File: config.mk
export PLATFORM = sky130hd
export DESIGN_NAME = sorted_table_binary_search
export DESIGN_NICKNAME = d
export VERILOG_FILES = /design/src/rtl/core/stbs_pkg.sv /design/src/rtl/core/stbs_dpath.sv /design/src/rtl/core/stbs_ctrl.sv /design/src/rtl/core/sorted_table_binary_search.sv
export SDC_FILE = /design/constraint.sdc
export NUM_CORES = 1
export LEC_CHECK = 0
export BUFFER_PORTS_ARGS = -buffer_cell sky130_fd_sc_hd__buf_4
export CAP_MARGIN = 20
export CORE_MARGIN = 2
export CORE_UTILIZATION = 42
export DETAILED_ROUTE_END_ITERATION = 7
export PLACE_DENSITY_LB_ADDON = 0.1
export SKIP_LAST_GASP = 1
export SLEW_MARGIN = 30
export SYNTH_ARGS = -nofsm -noshare
export SYNTH_HDL_FRONTEND = slang
export SYNTH_SLANG_ARGS = --single-unit
File: constraint.sdc
create_clock -name i_clk -period 10.72 [get_ports i_clk]
set_input_delay 1.072 -clock i_clk [delete_from_list [all_inputs] [get_ports i_clk]]
set_output_delay 1.072 -clock i_clk [all_outputs]
set_load 0.05 [all_outputs]
File: src/rtl/core/stbs_pkg.sv
// ----------------------------------------------------------------------------
// stbs_pkg
// Shared types and constants for the sorted-table binary search block.
// ----------------------------------------------------------------------------
package stbs_pkg;

    localparam int DEF_TABLE_DEPTH = 16;
    localparam int DEF_VALUE_WIDTH = 32;

    localparam int LEN_W   = 5;   // table_length register
    localparam int FIELD_W = 32;  // entry_value and search_key fields
    localparam int IDXF_W  = 4;   // entry_index and found_index fields

    localparam logic OP_LOAD   = 1'b0;
    localparam logic OP_SEARCH = 1'b1;

    // Commands from the controller to the datapath
    typedef struct packed {
        logic load;         // write one table entry
        logic init;         // capture key, set bounds
        logic rd;           // read entry at midpoint
        logic narrow_high;  // key below entry: upper bound to midpoint
        logic narrow_low;   // key above entry: lower bound past midpoint
        logic set_hit;      // record a match
    } t_dp_cmd;

    // Status from the datapath to the controller
    typedef struct packed {
        logic range_empty;
        logic key_lt;
        logic key_eq;
    } t_dp_status;

endpackage

File: src/rtl/core/stbs_dpath.sv
// ----------------------------------------------------------------------------
// stbs_dpath
// Table memory, search bounds, key register and comparator.
// ----------------------------------------------------------------------------
module stbs_dpath
    import stbs_pkg::*;
#(
    parameter int TABLE_DEPTH = DEF_TABLE_DEPTH,
    parameter int VALUE_WIDTH = DEF_VALUE_WIDTH
) (
    input  logic                      i_clk,
    input  logic                      i_rst_n,
    input  t_dp_cmd                   i_cmd,
    output t_dp_status                o_status,
    input  logic                      i_cfg_valid,
    input  logic [LEN_W-1:0]          i_cfg_data,
    input  logic [IDXF_W-1:0]         i_entry_index,
    input  logic signed [FIELD_W-1:0] i_entry_value,
    input  logic signed [FIELD_W-1:0] i_search_key,
    output logic                      o_found,
    output logic [IDXF_W-1:0]         o_found_index
);

    localparam int IDX_W = (TABLE_DEPTH > 1) ? $clog2(TABLE_DEPTH) : 1;
    localparam int DEP_W = $clog2(TABLE_DEPTH + 1);
    localparam int CW    = (DEP_W > LEN_W) ? DEP_W : LEN_W;

    logic [VALUE_WIDTH-1:0] r_mem [TABLE_DEPTH];
    logic [LEN_W-1:0]       r_table_length;
    logic [CW-1:0]          r_low;
    logic [CW-1:0]          r_hi;     // exclusive upper bound
    logic [IDX_W-1:0]       r_mid;
    logic [VALUE_WIDTH-1:0] r_key;
    logic [VALUE_WIDTH-1:0] r_rd;
    logic                   r_hit;

    logic signed [63:0]     entry_ext;
    logic signed [63:0]     key_ext;
    logic [IDX_W+IDXF_W-1:0] wa_ext;
    logic [IDX_W-1:0]       wa;
    logic                   wa_ok;
    logic [CW-1:0]          len_ext;
    logic [CW-1:0]          len_sat;
    logic [CW:0]            msum;
    logic [CW-1:0]          mfull;
    logic [IDX_W-1:0]       mid;
    logic [IDX_W+IDXF_W-1:0] mid_ext;

    assign entry_ext = 64'(i_entry_value);
    assign key_ext   = 64'(i_search_key);
    assign wa_ext    = (IDX_W + IDXF_W)'(i_entry_index);
    assign wa        = wa_ext[IDX_W-1:0];
    assign wa_ok     = 32'(i_entry_index) < 32'(TABLE_DEPTH);
    assign len_ext   = CW'(r_table_length);
    assign len_sat   = (len_ext > CW'(TABLE_DEPTH)) ? CW'(TABLE_DEPTH) : len_ext;
    assign msum      = {1'b0, r_low} + {1'b0, r_hi} - (CW + 1)'(1);
    assign mfull     = msum[CW:1];
    assign mid       = mfull[IDX_W-1:0];
    assign mid_ext   = (IDX_W + IDXF_W)'(r_mid);

    always_ff @(posedge i_clk) begin
        if (i_cmd.load && wa_ok) begin
            r_mem[wa] <= entry_ext[VALUE_WIDTH-1:0];
        end
        if (i_cmd.rd) begin
            r_rd  <= r_mem[mid];
            r_mid <= mid;
        end
    end

    always_ff @(posedge i_clk) begin
        if (!i_rst_n) begin
            r_table_length <= '0;
        end else if (i_cfg_valid) begin
            r_table_length <= i_cfg_data;
        end
    end

    always_ff @(posedge i_clk) begin
        if (i_cmd.init) begin
            r_key <= key_ext[VALUE_WIDTH-1:0];
            r_low <= '0;
            r_hi  <= len_sat;
            r_hit <= 1'b0;
        end else begin
            if (i_cmd.narrow_high) begin
                r_hi <= CW'(r_mid);
            end
            if (i_cmd.narrow_low) begin
                r_low <= CW'(r_mid) + CW'(1);
            end
            if (i_cmd.set_hit) begin
                r_hit <= 1'b1;
            end
        end
    end

    assign o_status.range_empty = r_low >= r_hi;
    assign o_status.key_lt      = $signed(r_key) < $signed(r_rd);
    assign o_status.key_eq      = r_key == r_rd;

    assign o_found       = r_hit;
    assign o_found_index = r_hit ? mid_ext[IDXF_W-1:0] : '0;

endmodule

File: src/rtl/core/stbs_ctrl.sv
// ----------------------------------------------------------------------------
// stbs_ctrl
// Sequencer for table loads and binary search probes.
// ----------------------------------------------------------------------------
module stbs_ctrl
    import stbs_pkg::*;
(
    input  logic       i_clk,
    input  logic       i_rst_n,
    input  logic       start,
    input  logic       i_operation,
    output logic       busy,
    input  t_dp_status i_status,
    output t_dp_cmd    o_cmd,
    output logic       o_result_valid
);

    typedef enum logic [3:0] {
        S_IDLE = 4'b0001,
        S_READ = 4'b0010,
        S_CMP  = 4'b0100,
        S_DONE = 4'b1000
    } t_state;

    t_state r_state;
    t_state n_state;

    always_ff @(posedge i_clk) begin
        if (!i_rst_n) begin
            r_state <= S_IDLE;
        end else begin
            r_state <= n_state;
        end
    end

    always_comb begin
        n_state = r_state;
        o_cmd   = '0;
        case (r_state)
            S_IDLE: begin
                if (start) begin
                    if (i_operation == OP_SEARCH) begin
                        o_cmd.init = 1'b1;
                        n_state    = S_READ;
                    end else begin
                        o_cmd.load = 1'b1;
                    end
                end
            end
            S_READ: begin
                if (i_status.range_empty) begin
                    n_state = S_DONE;
                end else begin
                    o_cmd.rd = 1'b1;
                    n_state  = S_CMP;
                end
            end
            S_CMP: begin
                if (i_status.key_eq) begin
                    o_cmd.set_hit = 1'b1;
                    n_state       = S_DONE;
                end else begin
                    // drop the half that cannot hold the key
                    o_cmd.narrow_high = i_status.key_lt;
                    o_cmd.narrow_low  = !i_status.key_lt;
                    n_state           = S_READ;
                end
            end
            S_DONE: begin
                n_state = S_IDLE;
            end
            default: begin
                n_state = S_IDLE;
            end
        endcase
    end

    assign busy           = r_state != S_IDLE;
    assign o_result_valid = r_state == S_DONE;

    a_cmp_after_read: assert property (@(posedge i_clk) disable iff (!i_rst_n)
        (r_state == S_CMP) |-> $past(o_cmd.rd))
        else $error("compare without a preceding table read");

    a_search_starts: assert property (@(posedge i_clk) disable iff (!i_rst_n)
        (start && !busy && i_operation == OP_SEARCH) |=> (r_state == S_READ))
        else $error("search request did not start a probe");

    a_load_no_result: assert property (@(posedge i_clk) disable iff (!i_rst_n)
        (start && !busy && i_operation == OP_LOAD) |=> (!busy && !o_result_valid))
        else $error("load request produced a result or stalled");

    a_result_single: assert property (@(posedge i_clk) disable iff (!i_rst_n)
        o_result_valid |=> !o_result_valid && !busy)
        else $error("result strobe longer than one cycle");

endmodule

File: src/rtl/core/sorted_table_binary_search.sv
// ----------------------------------------------------------------------------
// sorted_table_binary_search
// Sorted table of signed values with binary search lookup.
// ----------------------------------------------------------------------------
// Load request: written at the accepting edge, no result. Search request:
// each probe reads the midpoint, then compares on the registered read; busy
// stays high through the probes, a final read that finds the range empty if
// no entry matches, and the done state. The result strobe is the last busy
// cycle; the receiver cannot stall it; the next request is taken after it.
// Synchronous reset clears table_length and the sequencer, not the table.
module sorted_table_binary_search
    import stbs_pkg::*;
#(
    parameter int TABLE_DEPTH = DEF_TABLE_DEPTH,
    parameter int VALUE_WIDTH = DEF_VALUE_WIDTH
) (
    input  logic                      i_clk,
    input  logic                      i_rst_n,
    input  logic                      start,
    output logic                      busy,
    input  logic                      i_operation,
    input  logic [IDXF_W-1:0]         i_entry_index,
    input  logic signed [FIELD_W-1:0] i_entry_value,
    input  logic signed [FIELD_W-1:0] i_search_key,
    input  logic                      i_cfg_valid,
    output logic                      o_cfg_ready,
    input  logic [LEN_W-1:0]          i_cfg_data,
    output logic                      o_result_valid,
    output logic                      o_found,
    output logic [IDXF_W-1:0]         o_found_index
);

    t_dp_cmd    cmd;
    t_dp_status status;

    assign o_cfg_ready = 1'b1;

    stbs_ctrl u_ctrl (
        .i_clk          (i_clk),
        .i_rst_n        (i_rst_n),
        .start          (start),
        .i_operation    (i_operation),
        .busy           (busy),
        .i_status       (status),
        .o_cmd          (cmd),
        .o_result_valid (o_result_valid)
    );

    stbs_dpath #(
        .TABLE_DEPTH (TABLE_DEPTH),
        .VALUE_WIDTH (VALUE_WIDTH)
    ) u_dpath (
        .i_clk         (i_clk),
        .i_rst_n       (i_rst_n),
        .i_cmd         (cmd),
        .o_status      (status),
        .i_cfg_valid   (i_cfg_valid),
        .i_cfg_data    (i_cfg_data),
        .i_entry_index (i_entry_index),
        .i_entry_value (i_entry_value),
        .i_search_key  (i_search_key),
        .o_found       (o_found),
        .o_found_index (o_found_index)
    );

endmodule

# == Yosys cells after proc, flatten, opt, wreduce, memory -nomap -nowiden ==
# Memory sizes are Yosys's and may differ from the RTL's. A register that Yosys moved wholly into a read port is not among the register bits.
# Cells that the tools add are included.
# totals
mem_bits_rw,512
out_inout_bits,8
in_bits,78
n_memories,1
romBits,0
word_cells,45
regBits,56
latch_bits,0
# op_classes
magnitude_cmp,3
reduce_logical,3
n_shift,0
addsub,3
n_mul,0
div,0
bitwise_logic,0
mux,20
n_eq_ne,8
# memory_table
memory,depth,width,rd,rd_ports_with_merged_regs,wr,line,text
u_dpath.r_mem,16,32,1,1,1,stbs_dpath.sv:28,logic [VALUE_WIDTH-1:0] r_mem [TABLE_DEPTH];
# op_table
cell,count
$eq A32 B32 Y1,1
$lt A32 B32 Y1,1
$mux W4,5
$mux W5,3
$pmux W4 S3,1
$mux W1,7
$mux W2,3
$add A4 B1 Y5 const B,1
$add A5 B5 Y5,1
$ge A5 B5 Y1,1
$gt A5 B5 Y1 const B,1
$sub A5 B1 Y5 const B,1
$eq A4 B1 Y1 const B,1
$eq A4 B2 Y1 const B,1
$eq A4 B3 Y1 const B,1
$eq A4 B4 Y1 const B,1
$ne A2 B2 Y1 const B,2
$ne A4 B1 Y1 const B,1
$mux W3,1
$reduce_and A2 Y1,1
$reduce_bool A2 Y1,1
$logic_not A1 Y1,1

# == Depth between registers and ports, before layout ==
# Gate-level depths: netlist (run 1).
# logic_depth
depth_word,6
ltp_mapped,11

# == Modules after synthesis ==
# From an unflattened synthesis (run 1), not the netlist that was laid out.
# unflattened
hier_cells,1114
area_unflattened_um2,24000.5
# modules_own_cells
mod,n_inst,area_each_um2,cells_each
stbs_dpath,1,23720.2,1084
stbs_ctrl,1,269.0,28
sorted_table_binary_search,1,11.3,2

# == Worst setup path before layout (run 1) ==
# Ideal clock, no wire load.
# synth_path
path_kind,input to register
start,input port i_operation
end,memory u_dpath.r_mem[0][0] (netlist bit) (enable)
required_time_ns,10.259
arrival_ns,3.884
cell_stages,2
path_slack_ns,6.375
path_cell_list,or4_1 -> nor3_1
# synth_via
elab_chain_cells,5
# synth_rtl
element,line,text
from (decl),sorted_table_binary_search.sv:21,"input logic i_operation,"
$mux W1,stbs_ctrl.sv:42,if (i_operation == OP_SEARCH) begin
$mux W2,stbs_ctrl.sv:41,if (start) begin
$mux W2,stbs_ctrl.sv:39,case (r_state)
$mux W1,stbs_dpath.sv:62,if (i_cmd.load && wa_ok) begin
$mux W1 (implied by the code),stbs_dpath.sv:63,r_mem[wa] <= entry_ext[VALUE_WIDTH-1:0];
to (decl),stbs_dpath.sv:28,
# Every way passes these cells.

# == Worst setup path after layout (run 1) ==
# layout_path
start,register u_dpath.r_low[1]
end,"register u_dpath.r_rd[11], read port of u_dpath.r_mem (data pin)"
# layout_rtl
element,line,text
from (decl),stbs_dpath.sv:30,logic [CW-1:0] r_low;
from (signal assigned),stbs_dpath.sv:90,r_low <= CW'(r_mid) + CW'(1);
$add A5 B5 Y5,stbs_dpath.sv:56,"assign msum = {1'b0, r_low} + {1'b0, r_hi} - (CW + 1)'(1);"
$sub A5 B1 Y5,stbs_dpath.sv:56,
named net u_dpath.msum[2],stbs_dpath.sv:44,logic [CW:0] msum;
to (decl),stbs_dpath.sv:34,logic [VALUE_WIDTH-1:0] r_rd;
# The timed path passes the listed nets, and every way through them passes these cells.
# A chain may end at the register's enable or synchronous reset.

==> impl_metrics.tcl, run 1 <==
set metrics [dict create \
    hp-class "flip-flop to flip-flop" \
    cts_buffers 66 \
    yosys-top-cells-area "edfxtp_1 (74%), mux4_2 (12%), ha_1 (2.4%)" \
    grt_pass1_vias 11800 \
    grt_overflow 0 \
    yosys.area.top_type_share 0.739 \
    final_net_count 1416 \
    drc 0 \
    status "finished, final reports clean" \
    rr_worst_depth 11 \
    postCtsSetupBuffers 0 \
    hold_depth 2 \
    avgSynthCellArea_sq_um 20.5 \
    antenna_found_initial 0 \
    tightest_slew_ns 0.973 \
    ant_nets 0 \
    hold_buffers 0 \
    drt_wl_total_microns 54100 \
    drt_pass1_iterations 4 \
    die_area_sq_um 58500 \
    critPathKind "flip-flop to flip-flop" \
    synth_enable_flop_cells 585 \
    worstHoldStart "u_dpath.o_found$_SDFFE_PP0P_" \
    syn_area_sq_um 23800 \
    root_buffer "clkbuf_16" \
    cts_buffer_depth 3 \
    vias 11400 \
    seq_area_frac_synth 0.752 \
    core-area_sq_um 56200 \
    finalSetupTns_ns 0 \
    r2r-end "u_dpath.r_rd[11]$_DFFE_PP_" \
    synthXorXnorAreaFrac 0.00184 \
    areaGrowthSynthToFinish_pct 15.3 \
    rsz0062_at_grt "no" \
    grt_pass1_wl_microns 79700 \
    placement.io_buffers 84 \
    final_cell_mix "edfxtp_1 (585), mux4_2 (128), buf_4 (107), clkbuf_16 (67), a21oi_1 (53)" \
    crit_path_end_kind "flip-flop" \
    yosys-mux-area-fraction 0.137 \
    yosysTopAreaCell "edfxtp_1" \
    insertion_delay_ns 0.58 \
    yosys.area_share.simple 0.0347 \
    timing.final.crit_share 0.403 \
    worst_ep_required_time_ns 11.01 \
    critPathLaunchType "flip-flop" \
    ys.flop_type "edfxtp_1" \
    finClkSkew_ns 0.0207 \
    power_leakage_uw 0.00905 \
    rows 87 \
    r2r-start "u_dpath.r_low[1]$_SDFFE_PP0P_" \
    routedWlPerCell_microns 25.9 \
    fill_cells 4682 \
    syn-num-nets 1286 \
    place.gp.congestion 0.748 \
    path_clk_slew_ns 0.06 \
    start_util 0.423 \
    drv_cap 0 \
    period_minus_slack_ns 4.32 \
    syn_inst 1162 \
    arrival_ns 4.61 \
    antenna_cells_inserted 0 \
    cts_tree "done" \
    whs_ns 0.503 \
    cts.repair.resized 0 \
    synth_top_family_by_area "multiplexers" \
    power_uw 6830 \
    relSlewSlack 0.352 \
    yosysUniqueCellTypes 55 \
    crit_fanout 70 \
    fin_util 0.488 \
    holdPathEnd "u_dpath.o_found$_SDFFE_PP0P_" \
    synth_adder_area_share 0.0245 \
    drt_iter0_drc 904 \
    grt_max_degree 95 \
    grt_usage 0.189 \
    ys_warn_count 0 \
    peakVddDrop_mv 0.265 \
    hold_viol 0 \
    dieHeight_microns 242 \
    drive_above_1_share 0.269 \
    ys_ff_latch 600 \
    r2r_setup_slack_ns 6.40 \
    chipWidth_microns 242 \
    cts_sinks 600 \
    dpl.hpwl_microns 26800 \
    synth-async-reset-ratio 0 \
    setup_viol 0 \
    maxSlewViolCount 0 \
    synth_compound_area_frac 0.0320 \
    max_freq_ghz 0.231 \
    final_common_cell "edfxtp_1" \
    p_per_area_nw_per_um2 249 \
    avgViaCountPerCell 5.43 \
    num_io_pins 86 \
    h-tree-depth 3 \
]
-- metal layers --
metal  share of wire  track usage  vias to the layer above  wire length (microns)
li1                -            -                     5020                      -
met1            0.45        0.265                     6012                  24300
met2            0.48        0.301                      237                  25900
met3           0.050       0.0392                       95                   2730
met4           0.024       0.0530                        0                   1280
met5               0            0                        -                      0
-- cell type report --
class | instances | area (sq um) | area share
clock buffers | 81 | 1730 | 0.0631
repair buffers | 109 | 835 | 0.0304
clock inverters | 31 | 211 | 0.00771
multi-input cells | 463 | 5630 | 0.205
flip-flops and latches | 600 | 17900 | 0.652
well taps | 756 | 946 | 0.0345
inverters | 52 | 195 | 0.00712
-- per-stage QoR --
| step | instance area [sq um] | setup slack (ns) | std cells |
|---|---|---|---|
| floorplan | 23800 | 6.37 | 1162 |
| global placement | 25500 | 6.09 | 1980 |
| detailed placement | 25500 | 6.33 | 1980 |
| CTS | 27400 | 6.33 | 2092 |
| global route | 27400 | 6.16 | 2092 |
| finish | 27400 | 6.40 | 2092 |
-- critical path, cell delays in order (launching register included) --
cell and delay [ns]:
dfxtp_1 0.35, inv_1 0.05, ha_1 0.28, inv_1 0.07, ha_4 0.16, fa_4 0.74
buf_4 0.75, buf_6 0.70, mux4_2 0.40, nor2b_1 0.14, a211oi_1 0.27, a21oi_1 0.07
-- how the worst max path moves through the flow --
| stage | from | end | slack [ns] | depth (start not counted) |
|---|---|---|---|---|
| final | u_dpath.r_low[1]$_SDFFE_PP0P_ | u_dpath.r_rd[11]$_DFFE_PP_ | 6.40 | 11 |
| after global placement | u_dpath.r_low[1]$_SDFFE_PP0P_ | u_dpath.r_rd[31]$_DFFE_PP_ | 6.09 | 11 |
| after detailed placement | u_dpath.r_low[1]$_SDFFE_PP0P_ | u_dpath.r_rd[11]$_DFFE_PP_ | 6.33 | 11 |
| after global routing | u_dpath.r_low[1]$_SDFFE_PP0P_ | u_dpath.r_rd[11]$_DFFE_PP_ | 6.16 | 11 |
| after floorplan | i_operation | u_dpath.r_mem[0][0]$_DFFE_PP_ | 6.37 | 2 |
| after CTS | u_dpath.r_low[1]$_SDFFE_PP0P_ | u_dpath.r_rd[11]$_DFFE_PP_ | 6.33 | 11 |
-- where the power goes --
part | leakage [uW] | internal [uW] | total (uW) | switching (uW)
Combinational | 0.00270 | 975 | 2040 | 1060
Clock | 0.000951 | 1190 | 2070 | 878
Sequential | 0.00540 | 2700 | 2720 | 20.4
-- sequential cells by signal, indices dropped and copies added, names as in the netlist --
signal	cells
u_dpath.r_hi	5
u_dpath.r_mem	512
u_dpath.r_key	32
u_dpath.len_ext	5
u_dpath.r_mid	4
u_dpath.r_low	5
u_dpath.r_rd	32
u_ctrl.r_state	4
u_dpath.o_found	1
-- Yosys cell counts, types with 14 or more instances --
master and count:
clkbuf_1 19, edfxtp_1 585, dfxtp_1 15, mux2i_1 37
a21oi_1 53, a211oi_1 38, nor2b_1 39, buf_2 14
inv_1 51, ha_1 45, nor2_1 15, mux4_2 128
nand2_1 21
-- cell families (layout without fill, tap and decap cells) --
group,after synthesis,count (layout)
AO/OA/AOI/OAI,117,117
XOR/XNOR,5,5
adder cells (fa/ha/maj),46,46
buffers and inverters,99,273
flip-flops,600,600
multiplexers,165,165
other,1,1
AND/OR/NAND/NOR,129,129
Note: power is estimated with default switching activity, not from simulation.
==> run 2: changes to the inputs <==
==> constraint.sdc (replaced) <==
create_clock -name i_clk -period 3.83 [get_ports i_clk]
set_input_delay 0.383 -clock i_clk [delete_from_list [all_inputs] [get_ports i_clk]]
set_output_delay 0.383 -clock i_clk [all_outputs]
set_load 0.05 [all_outputs]
==> run 2 against run 1 <==
Against the previous run: sequential cell count unchanged; critical endpoint is now u_dpath.r_rd[27]$_DFFE_PP_; utilization rose by 1.3 points; critical path depth is 1 lower.
==> impl_metrics.tcl, run 2 (same netlist as run 1, synthesis figures left out) <==
set metrics [dict create \
    status "finished, final reports clean" \
    p_int_uw 13900 \
    cts_sinks 600 \
    dpl_worst_slack_ns 0.496 \
    die_area_sq_um 58500 \
    setup_viol 0 \
    tightest_slew_ns 0.914 \
    grt_max_degree 37 \
    fill_cells 4602 \
    drt_pass1_iterations 5 \
    p_per_area_nw_per_um2 693 \
    crit_path_top_delay_cell "fa_4" \
    worst_ep_required_time_ns 4.18 \
    peakVddDrop_mv 0.465 \
    grt_overflow 0 \
    max_freq_ghz 0.298 \
    final_common_cell "edfxtp_1" \
    routedWlPerCell_microns 25.4 \
    place.gp.congestion 0.758 \
    power_switching_share 0.287 \
    crit_path_end_kind "flip-flop" \
    root_buffer "clkbuf_16" \
    final_cell_mix "edfxtp_1 (585), mux4_2 (128), buf_4 (106), clkbuf_16 (61), a21oi_1 (53)" \
    postCtsSetupBuffers 0 \
    finalSetupTns_ns 0 \
    num_io_pins 86 \
    fin_util 0.501 \
    core-area_sq_um 56200 \
    avgViaCountPerCell 5.31 \
    grt_usage 0.188 \
    drv_cap 0 \
    cpPeakStageDelay_ns 1.05 \
    rr_worst_depth 10 \
    worstHoldStart "i_cfg_data[3]" \
    placement.io_buffers 84 \
    maxSlewViolCount 0 \
    finClkSkew_ns 0.0211 \
    path_clk_slew_ns 0.06 \
    period_minus_slack_ns 3.35 \
    r2r-end "u_dpath.r_rd[27]$_DFFE_PP_" \
    grt_pass1_vias 11900 \
    power_leakage_uw 0.00932 \
    cp_cell_sequence "inv_1 -> ha_1 -> inv_1 -> ha_4 -> fa_4 -> buf_12 -> mux4_2 -> nor2b_1 -> a211oi_1 -> a21oi_1" \
    top_register "u_dpath.r_mem" \
    rows 87 \
    h-tree-depth 2 \
    cts_tree "done" \
    areaGrowthSynthToFinish_pct 18.3 \
    power_uw 19500 \
    drt_iter0_drc 806 \
    comb_power_share 0.322 \
    vias 11400 \
    arrival_ns 3.71 \
    ant_nets 0 \
    hp-class "primary input to flip-flop" \
    dieHeight_microns 242 \
    r2r-start "u_dpath.r_low[1]$_SDFFE_PP0P_" \
    p_switching_uw 5590 \
    seqPwrFrac 0.390 \
    antenna_found_initial 2 \
    relSlewSlack 0.384 \
    r2r_setup_slack_ns 0.48 \
    crit_fanout 31 \
    fin_ws_ns 0.476 \
    drt_wl_total_microns 54600 \
    grt_pass1_wl_microns 80300 \
    cts_buffer_depth 3 \
    largest_reg_flops 512 \
    reg_top3 "u_dpath.r_mem (512), u_dpath.r_key (32), u_dpath.r_rd (32)" \
    hold_viol 0 \
    hold_depth 3 \
    cp_common_cell "inv_1" \
    cts_buffers 61 \
    final_net_count 1465 \
    holdPathEnd "u_dpath.len_ext[3]$_SDFFE_PN0P_" \
    chipWidth_microns 242 \
    dpl.hpwl_microns 30200 \
    insertion_delay_ns 0.62 \
    pwr-share-clk 0.287 \
    rsz0062_at_grt "no" \
    drc 0 \
    start_util 0.423 \
    timing.final.crit_share 0.876 \
    critPathKind "flip-flop to flip-flop" \
    drive_above_1_share 0.268 \
    critPathLaunchType "flip-flop" \
]
run 2: worst max-delay path: cells and delay by family, from the launching register on:
| family | cells | cell delay [ns] |
|---|---|---|
| adders and majority gates | 3 | 1.50 |
| muxes | 1 | 0.32 |
| buffers and inverters | 3 | 0.43 |
| and+or+nand+nor | 1 | 0.14 |
| AOI/OAI and AO/OA | 2 | 0.29 |
| DFF | 1 | 0.37 |
run 2: power by group through the flow:
stage	Clock (uW)	Combinational (uW)	Sequential [uW]
3_5_place_dp	0	6380	7750
5_1_grt	5990	6840	7620
2_1_floorplan	0	4530	7730
3_3_place_gp	0	6340	7750
4_1_cts	5760	6440	7610
6_report	5600	6290	7610
run 2: metrics by stage:
| stage | area (sq um) | std cells | hold WS [ns] |
|---|---|---|---|
| finish | 28100 | 2148 | 0.0338 |
| global route | 28100 | 2146 | 0.0326 |
| CTS | 28100 | 2146 | 0.00223 |
| detailed placement | 25900 | 1999 | 0.493 |
| global placement | 25900 | 1999 | 0.486 |
| floorplan | 23800 | 1162 | 0.462 |
run 2: repair_timing:
action / CTS / global route
resized for setup: 0 / 0
hold endpoints to repair: 34 / 0
hold buffers: 35 / 0
endpoints found under the setup margin: 0 / 0
run 2: how the worst max path moves through the flow:
stage,from,cells after the start,end
after floorplan,u_ctrl.r_state[3]$_SDFFE_PN0P_,5,u_dpath.r_mem[3][0]$_DFFE_PP_
after global placement,u_dpath.r_low[1]$_SDFFE_PP0P_,10,u_dpath.r_rd[22]$_DFFE_PP_
after detailed placement,u_dpath.r_low[1]$_SDFFE_PP0P_,10,u_dpath.r_rd[24]$_DFFE_PP_
after CTS,u_dpath.r_low[1]$_SDFFE_PP0P_,10,u_dpath.r_rd[24]$_DFFE_PP_
after global routing,u_dpath.r_low[1]$_SDFFE_PP0P_,10,u_dpath.r_rd[30]$_DFFE_PP_
final,u_dpath.r_low[1]$_SDFFE_PP0P_,10,u_dpath.r_rd[27]$_DFFE_PP_
run 2: cell type report:
class,instances,area [sq um],area share
diodes,2,5.00,0.000178
flip-flops and latches,600,17900,0.635
clock inverters,24,216,0.00770
repair buffers,163,1590,0.0564
inverters,52,195,0.00694
clock buffers,88,1660,0.0589
well taps,756,946,0.0336
multi-input cells,463,5660,0.201
run 2: routing by layer:
layer | track usage | part of all wire | wire, microns
met1 | 0.256 | 0.44 | 24100
met2 | 0.319 | 0.50 | 27400
met3 | 0.0289 | 0.041 | 2240
met4 | 0.0481 | 0.017 | 914
met5 | 0 | 0 | 0
==> run 3: changes to the inputs <==
--- a/config.mk
+++ b/config.mk
@@ -5,11 +5,13 @@
 export SDC_FILE = /design/constraint.sdc
 export NUM_CORES = 1
 export LEC_CHECK = 0
+export ABC_AREA = 1
 export BUFFER_PORTS_ARGS = -buffer_cell sky130_fd_sc_hd__buf_4
 export CAP_MARGIN = 20
 export CORE_MARGIN = 2
 export CORE_UTILIZATION = 42
 export DETAILED_ROUTE_END_ITERATION = 7
+export MAX_ROUTING_LAYER = met4
 export PLACE_DENSITY_LB_ADDON = 0.1
 export SKIP_LAST_GASP = 1
 export SLEW_MARGIN = 30
==> run 3 against run 2 <==
Against the previous run: non-clock buffer count is 4 lower; clock power is 6.6% higher; sequential share of layout area is 1.4 points lower; clock-buffer cell count is 2 higher; power is 17% lower; worst setup slack better by 0.24 ns; die area is 3.9% higher; final cell count is 27% higher; synthesized cell count is 53% higher; sequential power is 2% lower; sequential cell count stayed put; critical path depth is 1 higher; critical endpoint is now u_dpath.r_rd[31]$_DFFE_PP_; largest power group unchanged; highest routed layer unchanged.
==> impl_metrics.tcl, run 3 <==
set metrics [dict create \
    status "finished, final reports clean" \
    top_register "u_dpath.r_mem" \
    syn_area_sq_um 24700 \
    ant_nets 0 \
    drt_pass1_iterations 5 \
    h-tree-depth 3 \
    antenna_found_initial 1 \
    reg_top3 "u_dpath.r_mem (512), u_dpath.r_key (32), u_dpath.r_rd (32)" \
    grt_pass1_wl_microns 88900 \
    dieHeight_microns 247 \
    dp.cells 2575 \
    yosys.cell_count.top_type "edfxtp_1" \
    relSlewSlack 0.430 \
    seqPwrFrac 0.462 \
    cpPeakStageDelay_ns 1.01 \
    rr_worst_depth 11 \
    drive_above_1_share 0.132 \
    tightest_slew_ns 0.846 \
    crit_fanout 23 \
    vias 14200 \
    p_switching_uw 4330 \
    path_clk_slew_ns 0.06 \
    power_switching_share 0.268 \
    chipWidth_microns 247 \
    placement.io_buffers 84 \
    synth_enable_flop_cells 585 \
    arrival_ns 3.44 \
    p_int_uw 11800 \
    cp_top_family "adder cells" \
    drt_iter0_drc 1176 \
    grt_util_met2 0.319 \
    timing.final.crit_share 0.814 \
    synth_adder_area_share 0.0236 \
    yosysTopAreaCell "edfxtp_1" \
    ys.flop_type "edfxtp_1" \
    grt_overflow 0 \
    synth_top_family_by_area "compound AO/OA/AOI/OAI gates" \
    critical_path_buf_inv_count 3 \
    worst_ep_required_time_ns 4.15 \
    postCtsSetupBuffers 0 \
    hold_viol 0 \
    synthXorXnorAreaFrac 0.00177 \
    r2r_setup_slack_ns 0.71 \
    yosys-mux-area-fraction 0.0518 \
    comb_power_share 0.168 \
    core-area_sq_um 57900 \
    path_depth 11 \
    root_buffer "clkbuf_16" \
    syn_inst 1778 \
    yosysUniqueCellTypes 39 \
    place.gp.congestion 0.739 \
    rows 88 \
    final_cells 2730 \
    synth_compound_area_frac 0.106 \
    grt_max_degree 73 \
    ys_warn_count 0 \
    cts.repair.resized 0 \
    peakVddDrop_mv 0.279 \
    largest_reg_flops 512 \
    yosys.area.top_type_share 0.710 \
    final_common_cell "edfxtp_1" \
    routedWlPerCell_microns 22.0 \
    final_cell_mix "edfxtp_1 (585), inv_1 (193), a21oi_1 (179), nand2_1 (132), mux2i_1 (128)" \
    avgSynthCellArea_sq_um 13.9 \
    fill_cells 5037 \
    grtUsageMet1 0.284 \
    r2r-end "u_dpath.r_rd[31]$_DFFE_PP_" \
    synthTopCellsByCount "edfxtp_1 (585), inv_1 (194), a21oi_1 (179)" \
    finalSetupTns_ns 0 \
    maxSlewViolCount 0 \
    crit_path_top_delay_cell "fa_4" \
    pwr-share-clk 0.370 \
    ys_ff_latch 600 \
    seq_area_frac_synth 0.723 \
    yosys.area_share.simple 0.0353 \
    avgViaCountPerCell 5.21 \
    period_minus_slack_ns 3.12 \
    cts_sinks 600 \
    critPathKind "flip-flop to flip-flop" \
    cts_buffer_depth 3 \
    synth-async-reset-ratio 0 \
    grt_pass1_vias 13900 \
    busiest_layer "met2" \
    yosys-top-cells-area "edfxtp_1 (71%), mux2i_1 (5.2%), a21oi_1 (3.6%)" \
    hold_buffers 35 \
    setup_viol 0 \
    die_area_sq_um 60800 \
    areaGrowthSynthToFinish_pct 16.3 \
    critPathLaunchType "flip-flop" \
    p_per_area_nw_per_um2 561 \
    insertion_delay_ns 0.59 \
    grt_usage 0.207 \
    crit_path_end_kind "flip-flop" \
    max_freq_ghz 0.321 \
    num_io_pins 86 \
    drc 0 \
    r2r-start "u_dpath.r_low[1]$_SDFFE_PP0P_" \
    cp_cell_sequence "inv_1 -> ha_1 -> inv_1 -> ha_4 -> fa_4 -> buf_4 -> a21oi_1 -> o21ai_1 -> o211ai_1 -> a21oi_1 -> a31oi_1" \
    grt.met3_usage 0.0316 \
    power_leakage_uw 0.0105 \
    start_util 0.427 \
    rsz0062_at_grt "no" \
    dpl.hpwl_microns 32200 \
    hp-class "primary input to flip-flop" \
    drt_wl_total_microns 60000 \
    cp-endpoint "u_dpath.r_rd[31]$_DFFE_PP_" \
    cts_tree "done" \
    cp-startpoint "u_dpath.r_low[1]$_SDFFE_PP0P_" \
    drv_cap 0 \
    cts_buffers 67 \
    finClkSkew_ns 0.0173 \
    final_net_count 2038 \
    syn-num-nets 1902 \
]
==> run 3: changes by cell type in the layout (fill, tap and decap cells not counted), moves of 32 or more <==
cell,change
nand2_1,+111
o211ai_1,+64
mux2i_1,+91
a21oi_1,+126
mux4_2,-128
nor2b_1,-39
a211oi_1,-38
inv_1,+142
a31oi_1,+32
o21ai_0,+97
o21ai_1,+97
==> run 3: worst reg2reg max path, cell delays in order (launching register included) <==
cell      delay, ns
dfxtp_1        0.34
inv_1          0.06
ha_1           0.29
inv_1          0.07
ha_4           0.17
fa_4           1.01
buf_4          0.39
a21oi_1        0.08
o21ai_1        0.08
o211ai_1       0.09
a21oi_1        0.20
a31oi_1        0.06
==> run 3: how the worst min path moves through the flow <==
stage | depth (start not counted) | startpoint | slack [ns] | end
detailed placement | 2 | u_dpath.o_found$_SDFFE_PP0P_ | 0.50 | u_dpath.o_found$_SDFFE_PP0P_
global route | 1 | i_search_key[31] | 0.007 | u_dpath.r_key[31]$_DFFE_PP_
floorplan | 0 | i_search_key[0] | 0.48 | u_dpath.r_key[0]$_DFFE_PP_
global placement | 2 | u_dpath.o_found$_SDFFE_PP0P_ | 0.50 | u_dpath.o_found$_SDFFE_PP0P_
finish | 1 | i_search_key[31] | 0.02 | u_dpath.r_key[31]$_DFFE_PP_
CTS | 1 | i_search_key[31] | 0.002 | u_dpath.r_key[31]$_DFFE_PP_
==> run 3: cell families (layout without fill, tap and decap cells) <==
family | after synthesis | count (layout)
multiplexers | 128 | 128
flip-flops | 600 | 600
XOR/XNOR | 5 | 5
AO/OA/AOI/OAI | 483 | 483
AND/OR/NAND/NOR | 210 | 210
adder cells (fa/ha/maj) | 46 | 46
other | 1 | 2
buffers and inverters | 305 | 491
==> run 3: area by class of cell <==
type	count	area, sq um	share of cell area
Timing Repair Buffer	159	1510	0.0524
Clock inverter	29	214	0.00744
Inverter	213	802	0.0279
Tap cell	765	957	0.0333
Clock buffer	90	1810	0.0628
Multi-Input combinational cell	873	5590	0.195
Antenna cell	1	2.50	0.0000871
Sequential cell	600	17900	0.622
==> run 3: through the flow <==
| step | hold WS, ns | worst slack [ns] | power (uW) | utilization | instance area, sq um |
|---|---|---|---|---|---|
| floorplan | 0.482 | 0.834 | 9480 | - | 24700 |
| global placement | 0.504 | 0.776 | 10300 | 0.455 | 26400 |
| detailed placement | 0.503 | 0.745 | 10300 | 0.455 | 26400 |
| CTS | 0.00203 | 0.733 | 16300 | 0.496 | 28700 |
| global route | 0.00656 | 0.532 | 16900 | 0.496 | 28700 |
| finish | 0.0249 | 0.713 | 16100 | 0.496 | 28700 |
==> run 3: power by group through the flow <==
stage / clock network, uW / registers [uW] / logic (uW)
floorplan: 0 / 7570 / 1910
global placement: 0 / 7590 / 2670
detailed placement: 0 / 7590 / 2690
CTS: 6120 / 7450 / 2730
global route: 6390 / 7460 / 3010
finish: 5970 / 7450 / 2710
==> run 3: metal layers <==
layer | part of all wire | vias up
li1 | - | 6765
met1 | 0.45 | 6992
met2 | 0.47 | 385
met3 | 0.057 | 75
met4 | 0.022 | 0
met5 | 0 | -
